File: config.mk
export PLATFORM = sky130hd
export DESIGN_NAME = rsri_cell
export DESIGN_NICKNAME = d
export VERILOG_FILES = /design/src/design/rsri_pkg.sv /design/src/design/rsri_cell.sv
export SDC_FILE = /design/constraint.sdc
export NUM_CORES = 1
export LEC_CHECK = 0
export ABC_AREA = 1
export BUFFER_PORTS_ARGS = -buffer_cell sky130_fd_sc_hd__buf_2
export CAP_MARGIN = 5
export CORE_MARGIN = 4
export CORE_UTILIZATION = 25
export CTS_CLUSTER_DIAMETER = 60
export CTS_CLUSTER_SIZE = 20
export DETAILED_ROUTE_END_ITERATION = 8
export PLACE_DENSITY_LB_ADDON = 0.05
export SYNTH_ARGS = -nofsm -noshare
export SYNTH_HDL_FRONTEND = slang
export SYNTH_SLANG_ARGS = --single-unit
File: constraint.sdc
create_clock -name clk -period 2.2 [get_ports clk]
set_input_delay 0.33 -clock clk [delete_from_list [all_inputs] [get_ports clk]]
set_output_delay 0.33 -clock clk [all_outputs]
set_load 0.03 [all_outputs]
File: src/design/rsri_pkg.sv
package rsri_pkg;

    // Request kinds on the item channel
    localparam logic [1:0] KIND_CLEAR  = 2'd0;
    localparam logic [1:0] KIND_INSERT = 2'd1;
    localparam logic [1:0] KIND_QUERY  = 2'd2;
    localparam logic [1:0] KIND_UNUSED = 2'd3;

    // Operations carried along the cell chain
    localparam logic [1:0] OP_NOP    = 2'd0;
    localparam logic [1:0] OP_CLEAR  = 2'd1;
    localparam logic [1:0] OP_INSERT = 2'd2;
    localparam logic [1:0] OP_QUERY  = 2'd3;

    // Configuration register indexes
    localparam logic REG_STRIP_OFFSET = 1'b0;
    localparam logic REG_STRIP_COUNT  = 1'b1;

    localparam int IDX_W = 15;   // component index width
    localparam int ROW_W = 16;   // row number width
    localparam int HGT_W = 15;   // height width
    localparam int CNT_W = 9;    // strip count register width
    localparam int DW    = 19;   // row distance from offset, signed, no wrap

    // Request as it travels from cell to cell, with the running merge
    typedef struct packed {
        logic [1:0]       op;
        logic [IDX_W-1:0] idx;
        logic             any;
        logic [IDX_W-1:0] mn;
        logic [IDX_W-1:0] mx;
        logic             err;
    } rsri_req_t;

endpackage

File: src/design/rsri_cell.sv
module rsri_cell
    import rsri_pkg::*;
#(
    parameter int STRIP = 0,
    parameter int SW    = 8
) (
    input  logic          clk,
    input  logic          rst_n,
    input  logic          adv,
    input  logic          in_valid,
    input  logic [SW-1:0] in_lo,
    input  logic [SW-1:0] in_hi,
    input  rsri_req_t     in_req,
    output logic          out_valid,
    output logic [SW-1:0] out_lo,
    output logic [SW-1:0] out_hi,
    output rsri_req_t     out_req
);

    localparam logic [SW-1:0] ID = SW'(STRIP);

    logic             used_reg;
    logic             used_next;
    logic [IDX_W-1:0] first_reg;
    logic [IDX_W-1:0] first_next;
    logic [IDX_W-1:0] last_reg;
    logic [IDX_W-1:0] last_next;
    logic             hit;
    rsri_req_t        req_next;

    assign hit = in_valid && (in_lo <= ID) && (ID <= in_hi);

    // Strip entry update and merge into the passing request
    always_comb
    begin
        used_next  = used_reg;
        first_next = first_reg;
        last_next  = last_reg;
        req_next   = in_req;
        if (in_valid)
        begin
            unique case (in_req.op)
                OP_CLEAR:
                    used_next = 1'b0;
                OP_INSERT:
                begin
                    if (hit)
                    begin
                        if (!used_reg || in_req.idx < first_reg)
                            first_next = in_req.idx;
                        if (!used_reg || in_req.idx > last_reg)
                            last_next = in_req.idx;
                        used_next = 1'b1;
                    end
                end
                OP_QUERY:
                begin
                    if (hit && used_reg)
                    begin
                        if (!in_req.any || first_reg < in_req.mn)
                            req_next.mn = first_reg;
                        if (!in_req.any || last_reg > in_req.mx)
                            req_next.mx = last_reg;
                        req_next.any = 1'b1;
                    end
                end
                OP_NOP:
                    req_next = in_req;
            endcase
        end
    end

    always_ff @(posedge clk or negedge rst_n)
    begin
        if (!rst_n)
        begin
            used_reg  <= 1'b0;
            out_valid <= 1'b0;
        end
        else if (adv)
        begin
            used_reg  <= used_next;
            out_valid <= in_valid;
        end
    end

    always_ff @(posedge clk)
    begin
        if (adv)
        begin
            first_reg <= first_next;
            last_reg  <= last_next;
            out_lo    <= in_lo;
            out_hi    <= in_hi;
            out_req   <= req_next;
        end
    end

endmodule

==> run metrics <==
ys flop type edfxtp_1; status completed; Nets 756; register area 0.00290 mm^2; Hold Crit Class in2reg; Max-Cap Viols 0; largest cells by area after synthesis edfxtp_1 56%, ha_1 14%, nand2_1 9.1%; reg2reg start last_reg[2]; power density over cell area 661 mW/mm^2; GRT Resource Usage Total 11.4%; max FFs per register 49; Post-Syn Instances 474; fmax 0.491 GHz; Core Area 0.0197 mm^2; CTS tree built; Post-synth EDFFs 95; commonest cells in the netlist 122 x nand2_1, 95 x edfxtp_1, 81 x inv_1, 58 x ha_1, 36 x nand3_1; count of different cell masters after synthesis 23; FF-to-FF End last_reg[9]; Final Critical Period 2.04 ns; vias in the first global route 3890; share of layout cells above drive strength 1 27.6%; Setup crit end kind flop; Synth Warn # 0; Peak VDD IR 0.352 mV; post-route ant nets 0; startpoint types flop; Critical Path RT 2.26 ns; area of the multi-input gates 0.00179 mm^2; RePlAce Congestion 0.764; Clock Skew 0.00753 ns; FF+latch count, synth between 90 and 100; clock-pin slew on the worst setup and hold paths 0.07 ns; Critical Path Source last_reg[2]; most frequent cell after synthesis nand2_1; global route total overflow 0; fillcell total 2074; unrepaired setup endpoints after global routing false; first-pass GRT wire length 19600 um; port bufs ~130; cell taking the most area after synthesis edfxtp_1; global-route met3 utilization 2.53%; largest net degree at the start of global routing 69; max-slew violation count 0; Least-Margin Pin Slew a little under 0.4 ns; Worst Path Max Fanout 8; syn nets 601; row cnt 51; CP endpoint last_reg[9]; CTS Buf Count 9; internal reg-to-reg setup slack approximately 0.16 ns; sequential area share after synthesis 57.4%; clk sinks 97; final setup TNS 0 ns; ANT cells 0; Syn Area/Cell 10.7 um^2; ys async rst share under 10%; die width 150 um; initial core utilization around 26%; DR WL/cell 14.1 um; crit share post-route ~90%; crit path kind reg2reg; Clk Latency, worst-skew pair 0.35 ns; initial drt markers 162; DIE AREA 0.0226 mm^2; final core utilization ~33%; htree depth 3; Detailed Route WL approximately 13000 um; Global Route met1 Usage 14.2%; initial antenna violation count 0; CTS root buffer clkbuf_16; final hold viol count 0; I/O Pins 135; DRC violations left 0; via count 3703; leakage roughly 3.1 nW; Vert. Die Dim 150 um; vias per inst 4.12; Worst Reg-to-Reg Cells 11; gr busiest metal met2; GRT met2 Usage 19.6%; Max clock buf depth 2; Slew Limit Headroom between 70% and 80%; WP data arrival 2.10 ns; final setup fails 0; Cell Area, Synth 0.00506 mm^2; Area Growth Syn to Fin 27.0%; Synth top area share between 50% and 60%; First-pass DRT Iterations 6; Detailed Place HPWL around 9700 um
-- kinds of logic after synthesis --
| kind of cell | count (synthesis) | synth area share, % |
|---|---|---|
| compound gates | 41 | 4.20 |
| buf+inv | 88 | 7.42 |
| simple gates | 190 | 16.6 |
| fa+ha+maj | 58 | 14.3 |
| flops | 97 | 57.4 |
-- layout make-up --
cell class	instances	area share, %
well taps	265	5.16
inverters	81	4.73
clock buffers	11	3.62
flip-flops and latches	97	45.2
clock inverters	5	0.507
multi-input cells	289	27.9
repair buffers	151	12.9
-- through the flow --
| stage | instances | setup WS, ns | instance area [um^2] | power (mW) | hold WS [ns] |
|---|---|---|---|---|---|
| 5_1_grt | 899 | 0.0248 | 6420 | 4.45 | 0.136 |
| 3_5_place_dp | 877 | 0.127 | 6110 | 2.81 | 0.121 |
| 4_1_cts | 894 | 0.139 | 6380 | 4.32 | 0.132 |
| 3_3_place_gp | 877 | 0.140 | 6110 | 2.81 | 0.121 |
| 6_report | 899 | 0.163 | 6420 | 4.25 | 0.154 |
| 2_1_floorplan | 474 | 0.196 | 5070 | 2.55 | 0.0344 |
-- routing by layer --
metal	wire, um	vias up
li1	-	1911
met1	5720	1702
met5	0	-
met3	604	14
met2	6170	76
met4	180	0
-- cells in the final DEF, fill, tap and decap left out --
cell type / Yosys / layout
buf_2: 0 / 133
nand2_1: 122 / 121
edfxtp_1: 95 / 95
inv_1: 81 / 81
ha_1: 58 / 58
nand3_1: 36 / 36
a21oi_1: 29 / 27
buf_4: 2 / 15
nor2_1: 12 / 12
o21ai_0: 9 / 9
clkbuf_16: 0 / 9
nand4_1: 8 / 8
nand2_4: 3 / 3
nor3_1: 2 / 2
nor2_2: 2 / 2
a21oi_2: 0 / 2
clkinvlp_4: 0 / 2
clkbuf_1: 0 / 2
dfrtp_1: 2 / 2
buf_12: 0 / 2
o21bai_1: 1 / 1
a21o_1: 1 / 1
nand2_2: 0 / 1
or2_1: 1 / 1
nor3_2: 1 / 1
nand3_2: 1 / 1
nor2_8: 1 / 1
o21a_1: 1 / 1
or2_2: 1 / 1
clkinv_4: 0 / 1
clkinv_1: 0 / 1
clkinv_2: 0 / 1
dlygate4sd3_1: 0 / 1
-- repair_timing --
item | in CTS | in global routing
setup endpoints to repair | 0 | 13
setup buffers | 0 | 5
hold buffers | 1 | 0
hold endpoints to repair | 2 | 0
resized for setup | 0 | 1
-- worst max-delay path, stage by stage (launching register included) --
cell	delay [ns]
edfxtp_1	0.39
inv_1	0.06
ha_1	0.29
nand2_1	0.07
o21ai_0	0.24
nand2_1	0.08
nand2_1	0.08
nand2_1	0.05
nand2_1	0.05
nand2_1	0.08
a21oi_2	0.17
buf_4	0.20
-- worst min-delay path by stage --
stage	start	to	slack (ns)	cells after the start
2_1_floorplan	rst_n	out_valid	0.03	0
3_3_place_gp	rst_n	out_valid	0.12	1
3_5_place_dp	rst_n	out_valid	0.12	1
4_1_cts	in_hi[3]	out_hi[3]	0.13	1
5_1_grt	in_hi[4]	out_hi[4]	0.14	1
6_report	in_hi[3]	out_hi[3]	0.15	1
-- power breakdown --
part / switching, mW / total [mW] / internal, mW
Combinational: 0.419 / 0.610 / 0.192
Clock: 0.710 / 1.47 / 0.765
Sequential: 0.0236 / 2.16 / 2.14
Note: power is estimated with default switching activity, not from simulation.
