## config.mk

```make
export PLATFORM = sky130hd
export DESIGN_NAME = rsri_decode
export DESIGN_NICKNAME = d
export VERILOG_FILES = /design/src/design/rsri_pkg.sv /design/src/design/rsri_decode.sv
export SDC_FILE = /design/constraint.sdc
export NUM_CORES = 1
export LEC_CHECK = 0
export BUFFER_PORTS_ARGS = -buffer_cell sky130_fd_sc_hd__buf_4
export CAP_MARGIN = 40
export CELL_PAD_IN_SITES_DETAIL_PLACEMENT = 1
export CELL_PAD_IN_SITES_GLOBAL_PLACEMENT = 1
export CORE_MARGIN = 5
export CORE_UTILIZATION = 25
export DETAILED_ROUTE_END_ITERATION = 6
export PLACE_DENSITY = 0.57
export SYNTH_ARGS = -nofsm -noshare
export SYNTH_HDL_FRONTEND = slang
export SYNTH_SLANG_ARGS = --single-unit
```

## constraint.sdc

```tcl
create_clock -name clk -period 11.9 [get_ports clk]
set_clock_uncertainty 0.1 [all_clocks]
set_input_delay 0.595 -clock clk [delete_from_list [all_inputs] [get_ports clk]]
set_output_delay 0.595 -clock clk [all_outputs]
set_load 0.05 [all_outputs]
```

## src/design/rsri_pkg.sv

```systemverilog
package rsri_pkg;

    // Request kinds on the item channel
    localparam logic [1:0] KIND_CLEAR  = 2'd0;
    localparam logic [1:0] KIND_INSERT = 2'd1;
    localparam logic [1:0] KIND_QUERY  = 2'd2;
    localparam logic [1:0] KIND_UNUSED = 2'd3;

    // Operations carried along the cell chain
    localparam logic [1:0] OP_NOP    = 2'd0;
    localparam logic [1:0] OP_CLEAR  = 2'd1;
    localparam logic [1:0] OP_INSERT = 2'd2;
    localparam logic [1:0] OP_QUERY  = 2'd3;

    // Configuration register indexes
    localparam logic REG_STRIP_OFFSET = 1'b0;
    localparam logic REG_STRIP_COUNT  = 1'b1;

    localparam int IDX_W = 15;   // component index width
    localparam int ROW_W = 16;   // row number width
    localparam int HGT_W = 15;   // height width
    localparam int CNT_W = 9;    // strip count register width
    localparam int DW    = 19;   // row distance from offset, signed, no wrap

    // Request as it travels from cell to cell, with the running merge
    typedef struct packed {
        logic [1:0]       op;
        logic [IDX_W-1:0] idx;
        logic             any;
        logic [IDX_W-1:0] mn;
        logic [IDX_W-1:0] mx;
        logic             err;
    } rsri_req_t;

endpackage

```

## src/design/rsri_decode.sv

```systemverilog
module rsri_decode
    import rsri_pkg::*;
#(
    parameter int MAX_STRIPS  = 256,
    parameter int STRIP_SHIFT = 7,
    parameter int SW          = 8
) (
    input  logic                    clk,
    input  logic                    rst_n,
    input  logic                    adv,
    input  logic                    in_valid,
    input  logic [1:0]              kind,
    input  logic [IDX_W-1:0]        root_index,
    input  logic signed [ROW_W-1:0] y_top,
    input  logic [HGT_W-1:0]        height,
    input  logic signed [ROW_W-1:0] y_bottom,
    input  logic signed [ROW_W-1:0] strip_offset,
    input  logic [CNT_W-1:0]        strip_count,
    output logic                    out_valid,
    output logic [SW-1:0]           out_lo,
    output logic [SW-1:0]           out_hi,
    output rsri_req_t               out_req
);

    localparam logic signed [DW-1:0] MAX_S = DW'(MAX_STRIPS);

    // Stage A: row distances from strip zero
    logic                    a_valid_reg;
    logic [1:0]              a_kind_reg;
    logic [IDX_W-1:0]        a_idx_reg;
    logic                    a_zero_reg;
    logic signed [DW-1:0]    a_d1_reg;
    logic signed [DW-1:0]    a_d2_reg;
    logic signed [DW-1:0]    top_x;
    logic signed [DW-1:0]    bot_x;
    logic signed [DW-1:0]    off_x;
    logic signed [DW-1:0]    hgt_x;
    logic signed [DW-1:0]    d2_next;

    assign top_x = DW'(y_top);
    assign bot_x = DW'(y_bottom);
    assign off_x = DW'(strip_offset);
    assign hgt_x = $signed({{(DW-HGT_W){1'b0}}, height});

    always_comb
    begin
        if (kind == KIND_INSERT)
            d2_next = top_x + hgt_x - DW'(1) - off_x;
        else
            d2_next = bot_x - off_x;
    end

    always_ff @(posedge clk or negedge rst_n)
    begin
        if (!rst_n)
            a_valid_reg <= 1'b0;
        else if (adv)
            a_valid_reg <= in_valid;
    end

    always_ff @(posedge clk)
    begin
        if (adv)
        begin
            a_kind_reg <= kind;
            a_idx_reg  <= root_index;
            a_zero_reg <= (height == '0);
            a_d1_reg   <= top_x - off_x;
            a_d2_reg   <= d2_next;
        end
    end

    // Stage B: strip numbers, range check, clamp and swap
    logic signed [DW-1:0] s1;
    logic signed [DW-1:0] s2;
    logic signed [DW-1:0] cnt;
    logic signed [DW-1:0] c1;
    logic signed [DW-1:0] c2;
    logic                 ins_err;
    logic [SW-1:0]        lo_next;
    logic [SW-1:0]        hi_next;
    rsri_req_t            req_next;

    assign s1 = a_d1_reg >>> STRIP_SHIFT;
    assign s2 = a_d2_reg >>> STRIP_SHIFT;

    // strip count as used: zero acts as one, capped at the table size
    always_comb
    begin
        if (strip_count == '0)
            cnt = DW'(1);
        else if ($signed({{(DW-CNT_W){1'b0}}, strip_count}) > MAX_S)
            cnt = MAX_S;
        else
            cnt = $signed({{(DW-CNT_W){1'b0}}, strip_count});
    end

    always_comb
    begin
        if (s1 < 0)
            c1 = '0;
        else if (s1 >= cnt)
            c1 = cnt - DW'(1);
        else
            c1 = s1;
        if (s2 < 0)
            c2 = '0;
        else if (s2 >= cnt)
            c2 = cnt - DW'(1);
        else
            c2 = s2;
    end

    assign ins_err = !a_zero_reg && ((s1 < 0) || (s2 >= cnt));

    always_comb
    begin
        req_next     = '0;
        req_next.idx = a_idx_reg;
        lo_next      = s1[SW-1:0];
        hi_next      = s2[SW-1:0];
        unique case (a_kind_reg)
            KIND_CLEAR:
                req_next.op = OP_CLEAR;
            KIND_INSERT:
            begin
                req_next.err = ins_err;
                req_next.op  = (a_zero_reg || ins_err) ? OP_NOP : OP_INSERT;
            end
            KIND_QUERY:
            begin
                req_next.op = OP_QUERY;
                if (c1 > c2)
                begin
                    lo_next = c2[SW-1:0];
                    hi_next = c1[SW-1:0];
                end
                else
                begin
                    lo_next = c1[SW-1:0];
                    hi_next = c2[SW-1:0];
                end
            end
            KIND_UNUSED:
                req_next.op = OP_NOP;
        endcase
    end

    logic                 b_valid_reg;
    logic [SW-1:0]        b_lo_reg;
    logic [SW-1:0]        b_hi_reg;
    rsri_req_t            b_req_reg;

    always_ff @(posedge clk or negedge rst_n)
    begin
        if (!rst_n)
            b_valid_reg <= 1'b0;
        else if (adv)
            b_valid_reg <= a_valid_reg;
    end

    always_ff @(posedge clk)
    begin
        if (adv)
        begin
            b_lo_reg  <= lo_next;
            b_hi_reg  <= hi_next;
            b_req_reg <= req_next;
        end
    end

    assign out_valid = b_valid_reg;
    assign out_lo    = b_lo_reg;
    assign out_hi    = b_hi_reg;
    assign out_req   = b_req_reg;

endmodule

```

==> reports/qor.yml, run 1 <==
status: "finished clean"
cts_sinks: 76
ff2ff_setup_slack_ps: 6890
core_area_um2: 25980
finalPower_mw: 1.066
start_util_pct: 25.39
finalSetupViolCount: 0
worst_pin_slew_ps: 820.9
syn_area_um2: 6596
nets: 1013
yosysMostFrequentCell: "inv_1"
drc: 0
syn_inst: 682
synth_ff_type: "edfxtp_1"
grt_overflow: 0
tns_ps: 0
synth_seq_cells: 76
ir_drop_mv: 0.09320
syn_avg_cell_area_um2: 9.672
synth-async-reset-ratio_pct: 2.632
wl_per_cell_um: 15.68
grt_antenna_before_repair: 0
num_antenna_cells: 0
synth_commonest_cells: "inv_1 (98), ha_1 (86), edfxtp_1 (74)"
vias: 5185
globalplace.congestion: 0.8541
die_x_um: 172.4
layout-drive-gt1-share_pct: 20.97
drtIter0Drc: 237
slew_headroom_pct: 45.12
maxSlewViolCount: 0
synth_seq_area_share_pct: 34.45
fin_crit_ps: 5507
ctsResizeCount: 0
yosys_warnings: 0
dr.pass1.iters: 4
final.period_utilization_pct: 46.28
rows: 59
maxCapViolations: 0
synth-edff-count: 74
drt-vias-per-instance: 4.470
p_leak_nw: 3.737
clkLatencyLatePin_ps: 350
ys_types: 64
die_area_um2: 29730
synthToLayoutAreaGrowth_pct: 24.05
fp.dieH_um: 172.4
cp-end-kind: "flip-flop"
finalWirelength_um: 18190
clock_path_buffers: 2
cts_tree: "built"
critPathMaxFanout: 16
dp_hpwl_um: 15570
utilization_pct: 31.49
fill_cells: 3071
cts_setup_buffers: 0
worst_ep_arrival_time_ps: 5590
first_global_vias: 5508
grt_usage_pct: 12.24
cts-root-buf: "clkbuf_16"
clock.fmax_mhz: 181.6
yosys-top-cells-area: "edfxtp_1 (34%), ha_1 (16%), inv_1 (5.6%)"
ant_nets: 0
rsz0062_at_grt: "no"
clk_pin_slew_worst_paths_ps: 60
hold_violations: 0
cts_buffers: 9
grt_max_degree: 52
startpoint_type: "input pin"
path_class: "input pin to flip-flop"
hold_buffers: 1
synth_top_area_share_pct: 33.69
htreeDepth: 3
io_pins: 159
synth_top_area_cell: "edfxtp_1"
largest_reg_flops: 18
power.density_nw_per_um2: 130.3
io_buffers: 127
grt_pass1_wl_um: 28500
hold_class: "flip-flop to flip-flop"
worstPathRequired_ps: 11980
-- final timing paths --
path,start,end,depth (start not counted)
setup reg to reg,a_d2_reg[12],out_hi[4],14
hold / removal,a_idx_reg[10],out_req[42],0
max in group asynchronous,rst_n,out_valid,2
setup / recovery,strip_count[2],out_hi[4],19
hold reg to reg,a_idx_reg[10],out_req[42],0
min in group asynchronous,rst_n,a_valid_reg,2
-- where the power goes --
part | total (mW) | switching [mW] | internal, mW
Sequential | 0.362 | 0.0253 | 0.336
Clock | 0.280 | 0.115 | 0.165
Combinational | 0.425 | 0.257 | 0.168
Total | 1.07 | 0.397 | 0.669
-- final cells by class --
class | count | area [µm²] | share of cell area [%]
sequential | 76 | 2272 | 27.77
clock inverter | 6 | 72.57 | 0.8868
clock buffer | 10 | 229.0 | 2.798
multi-input combinational | 503 | 3789 | 46.30
timing repair buffer | 132 | 1033 | 12.63
tap | 335 | 419.2 | 5.122
inverter | 98 | 367.9 | 4.495
-- logic make-up (layout without fill, tap and decap cells) --
group | Yosys count | count (layout) | share of synthesized area, %
muxes | 25 | 25 | 4.097
DFF | 76 | 76 | 34.45
AOI/OAI and AO/OA | 148 | 148 | 14.72
buffers and inverters | 142 | 246 | 10.34
adders and majority gates | 100 | 100 | 20.56
and+or+nand+nor | 163 | 163 | 12.27
xor gates and xnor gates | 26 | 26 | 3.452
other | 2 | 41 | 0.1139
-- through the flow --
stage          instances  hold WS [ps]  cell area, µm²  setup WS [ps]
5_1_grt             1160         302.9            8183           5964
3_5_place_dp        1143         279.2            7871           5998
3_3_place_gp        1141         279.4            7816           6171
2_1_floorplan        721         199.4            6743           7137
4_1_cts             1160         302.5            8183           6358
6_report            1160         317.8            8183           6393
-- placed cells by master (no fill, tap or decap), types with 13 or more instances in the layout --
| cell | Yosys | final |
|---|---|---|
| xor2_1 | 14 | 14 |
| nand2_1 | 43 | 43 |
| nor2b_1 | 13 | 13 |
| conb_1 | 2 | 41 |
| buf_4 | 32 | 129 |
| edfxtp_1 | 74 | 74 |
| nand3_1 | 18 | 18 |
| mux2_2 | 16 | 16 |
| a21oi_1 | 39 | 39 |
| inv_1 | 98 | 98 |
| fa_1 | 14 | 14 |
| o21ai_0 | 32 | 32 |
| ha_1 | 86 | 86 |
| nor2_1 | 39 | 39 |
-- worst max-delay path, stage by stage --
cell,delay (ps)
buf_4,130
or4_4,550
nor4_1,180
nor2_1,60
nor2_1,200
ha_1,280
nand2_1,60
a21oi_1,50
o21ai_1,450
and2_1,470
mux2i_1,390
ha_1,320
a21oi_1,140
a21oi_1,120
o31ai_1,260
o2111ai_1,150
nand3_1,600
mux2_2,420
o21ai_0,160
-- per-layer routing --
layer  vias up  part of all wire [%]  track usage, %  wire (µm)
li1       2633                     -               -          -
met1      2428                    46           16.15       8378
met2       108                    48           20.58       8657
met3        16                   5.0           2.035        901
met4         0                   1.4           3.657        249
met5         -                     0               0          0
Power figures use the tool's default switching activity.
==> inputs of run 2 (changes only) <==
--- a/config.mk
+++ b/config.mk
@@ -12,7 +12,7 @@
 export CORE_MARGIN = 5
 export CORE_UTILIZATION = 25
 export DETAILED_ROUTE_END_ITERATION = 6
-export PLACE_DENSITY = 0.57
+export PLACE_DENSITY = 0.59
 export SYNTH_ARGS = -nofsm -noshare
 export SYNTH_HDL_FRONTEND = slang
 export SYNTH_SLANG_ARGS = --single-unit
==> constraint.sdc (replaced) <==
create_clock -name clk -period 5 [get_ports clk]
set_clock_uncertainty 0.1 [all_clocks]
set_input_delay 0.25 -clock clk [delete_from_list [all_inputs] [get_ports clk]]
set_output_delay 0.25 -clock clk [all_outputs]
set_load 0.05 [all_outputs]
==> reports/qor.yml, run 2 (synthesis gave the netlist of run 1 again) <==
reg2regPathDepth: 17  # +3
hp-start: "in_valid"
drc: 0  # unchanged
swShare_pct: 37.15  # -0.10 points
final_cell_mix: "buf_4 (140), inv_1 (98), ha_1 (86)"
worst_pin_slew_ps: 610.1  # -210.8 ps
largest_reg_flops: 18  # unchanged
num_antenna_cells: 0  # unchanged
cts_sinks: 76  # unchanged
worst_ep_arrival_time_ps: 4550  # -1040 ps
layout-drive-gt1-share_pct: 21.45  # +0.48 points
clkLatencyLatePin_ps: 350  # about the same
io_pins: 159  # unchanged
finalWirelength_um: 18320  # +0.70%
critPathMaxFanout: 20  # +4
grt_pass1_wl_um: 28430  # -0.24%
clk_pin_slew_worst_paths_ps: 60  # about the same
dp_hpwl_um: 15380  # -1.2%
drt-vias-per-instance: 4.408  # -1.4%
post-place-ws_ps: 159.5  # -5839 ps
io_buffers: 127  # unchanged
synthToLayoutAreaGrowth_pct: 27.56
htreeDepth: 3  # unchanged
nets: 1041  # +2.8%
holdPathEnd: "a_valid_reg"
first_global_vias: 5382  # -2.3%
path_class: "input pin to flip-flop"
whs_ps: 56.03  # -261.8 ps
cp-end-kind: "flip-flop"
vias: 5237  # +1.0%
die_area_um2: 29730  # unchanged
reg2reg_from: "a_d1_reg[15]"
rows: 59  # unchanged
grt_antenna_before_repair: 0  # unchanged
ir_drop_mv: 0.2497  # +170%
maxCapViolations: 0  # unchanged
p_leak_nw: 3.851  # +3.1%
finalSetupViolCount: 0  # unchanged
hold_class: "input pin to flip-flop"
grt_max_degree: 46  # -12%
fin_crit_ps: 4480
ant_nets: 0  # unchanged
globalplace.congestion: 0.8342  # -2.3%
combPwrFrac_pct: 40.6  # +0.8 points
hold_violations: 0  # unchanged
rsz0062_at_grt: "no"
reg2reg_to: "out_hi[4]"
p_int_mw: 1.617  # +140%
cts_tree: "built"
utilization_pct: 32.38  # +0.89 points
start_util_pct: 25.39  # unchanged
grt_usage_pct: 12.23  # about the same
fp.dieH_um: 172.4  # unchanged
core_area_um2: 25980  # unchanged
cts_setup_buffers: 0  # unchanged
clock.fmax_mhz: 223.2
drtIter0Drc: 212  # -11%
grt_overflow: 0  # unchanged
clock_path_buffers: 2  # unchanged
die_x_um: 172.4  # unchanged
wl_per_cell_um: 15.42  # -1.7%
fin_ws_ps: 519.7  # -5873 ps
p_switching_uw: 955.7  # +140%
dr.pass1.iters: 4  # unchanged
ff2ff_setup_slack_ps: 560  # -6330 ps
status: "finished clean"
seq_power_share_pct: 33.3  # -0.6 points
cts_buffers: 9  # unchanged
whs_path_depth: 2  # +2
final.period_utilization_pct: 89.61
tns_ps: 0  # unchanged
slew_headroom_pct: 59.08  # +14 points
final_common_cell: "buf_4"
p_clk_share_pct: 26.1  # -0.2 points
maxSlewViolCount: 0  # unchanged
worstPathRequired_ps: 5070  # -6910 ps
cts-root-buf: "clkbuf_16"
power.density_nw_per_um2: 305.7  # +130%
startpoint_type: "input pin"
==> run 2: worst max-delay path by stage <==
stage | cells after the start | start | endpoint
floorplan | 20 | strip_count[2] | out_lo[0]
global placement | 20 | strip_count[8] | out_lo[2]
detailed placement | 20 | strip_count[8] | out_hi[4]
CTS | 17 | a_d1_reg[15] | out_hi[4]
global route | 19 | strip_count[8] | out_hi[4]
finish | 19 | strip_count[8] | out_hi[4]
==> run 2: per-stage QoR <==
step	total power, mW	cell area [µm²]	std cells
3_3_place_gp	1.895	7919	1153
4_1_cts	2.616	8414	1188
2_1_floorplan	1.597	6743	721
6_report	2.573	8414	1188
3_5_place_dp	1.913	7934	1154
5_1_grt	2.764	8414	1188
==> run 2: timing repair <==
| action | 4_1_cts | 5_1_grt |
|---|---|---|
| gates resized for setup | 0 | 0 |
| endpoints found under the hold margin | 19 | 0 |
| hold buffers | 18 | 0 |
==> run 2: power groups by stage <==
stage	logic, mW	clock network [mW]	registers, mW
after floorplan	0.651	0	0.946
after global placement	1.03	0	0.869
after detailed placement	1.04	0	0.871
after CTS	1.06	0.699	0.858
after global routing	1.17	0.729	0.863
final	1.05	0.671	0.856
==> run 2: metal layers <==
metal | GRT usage, % | part of all wire [%] | vias to the layer above
met5 | 0 | 0 | -
met4 | 3.281 | 1.1 | 0
met3 | 1.806 | 5.3 | 12
met2 | 20.18 | 47 | 115
met1 | 16.77 | 47 | 2424
li1 | - | - | 2686
==> run 2: cell type report <==
class                   instances  area [µm²]
clock buffers                  10       229.0
clock inverters                 6       71.32
flip-flops and latches         76        2272
repair buffers                160        1266
inverters                      98       367.9
well taps                     335       419.2
fillers                      3049       17570
multi-input cells             503        3789
==> run 2: critical path: stages <==
cell,delay (ps)
buf_4,160
inv_1,340
nand2_1,220
ha_1,340
or3b_2,470
a31oi_1,270
o221ai_2,160
buf_12,180
a31oi_1,290
inv_1,80
ha_1,320
a211oi_1,240
nor2_1,70
o31ai_1,210
o2111ai_1,140
nand3_1,110
buf_4,180
mux2_2,330
o21ai_0,180
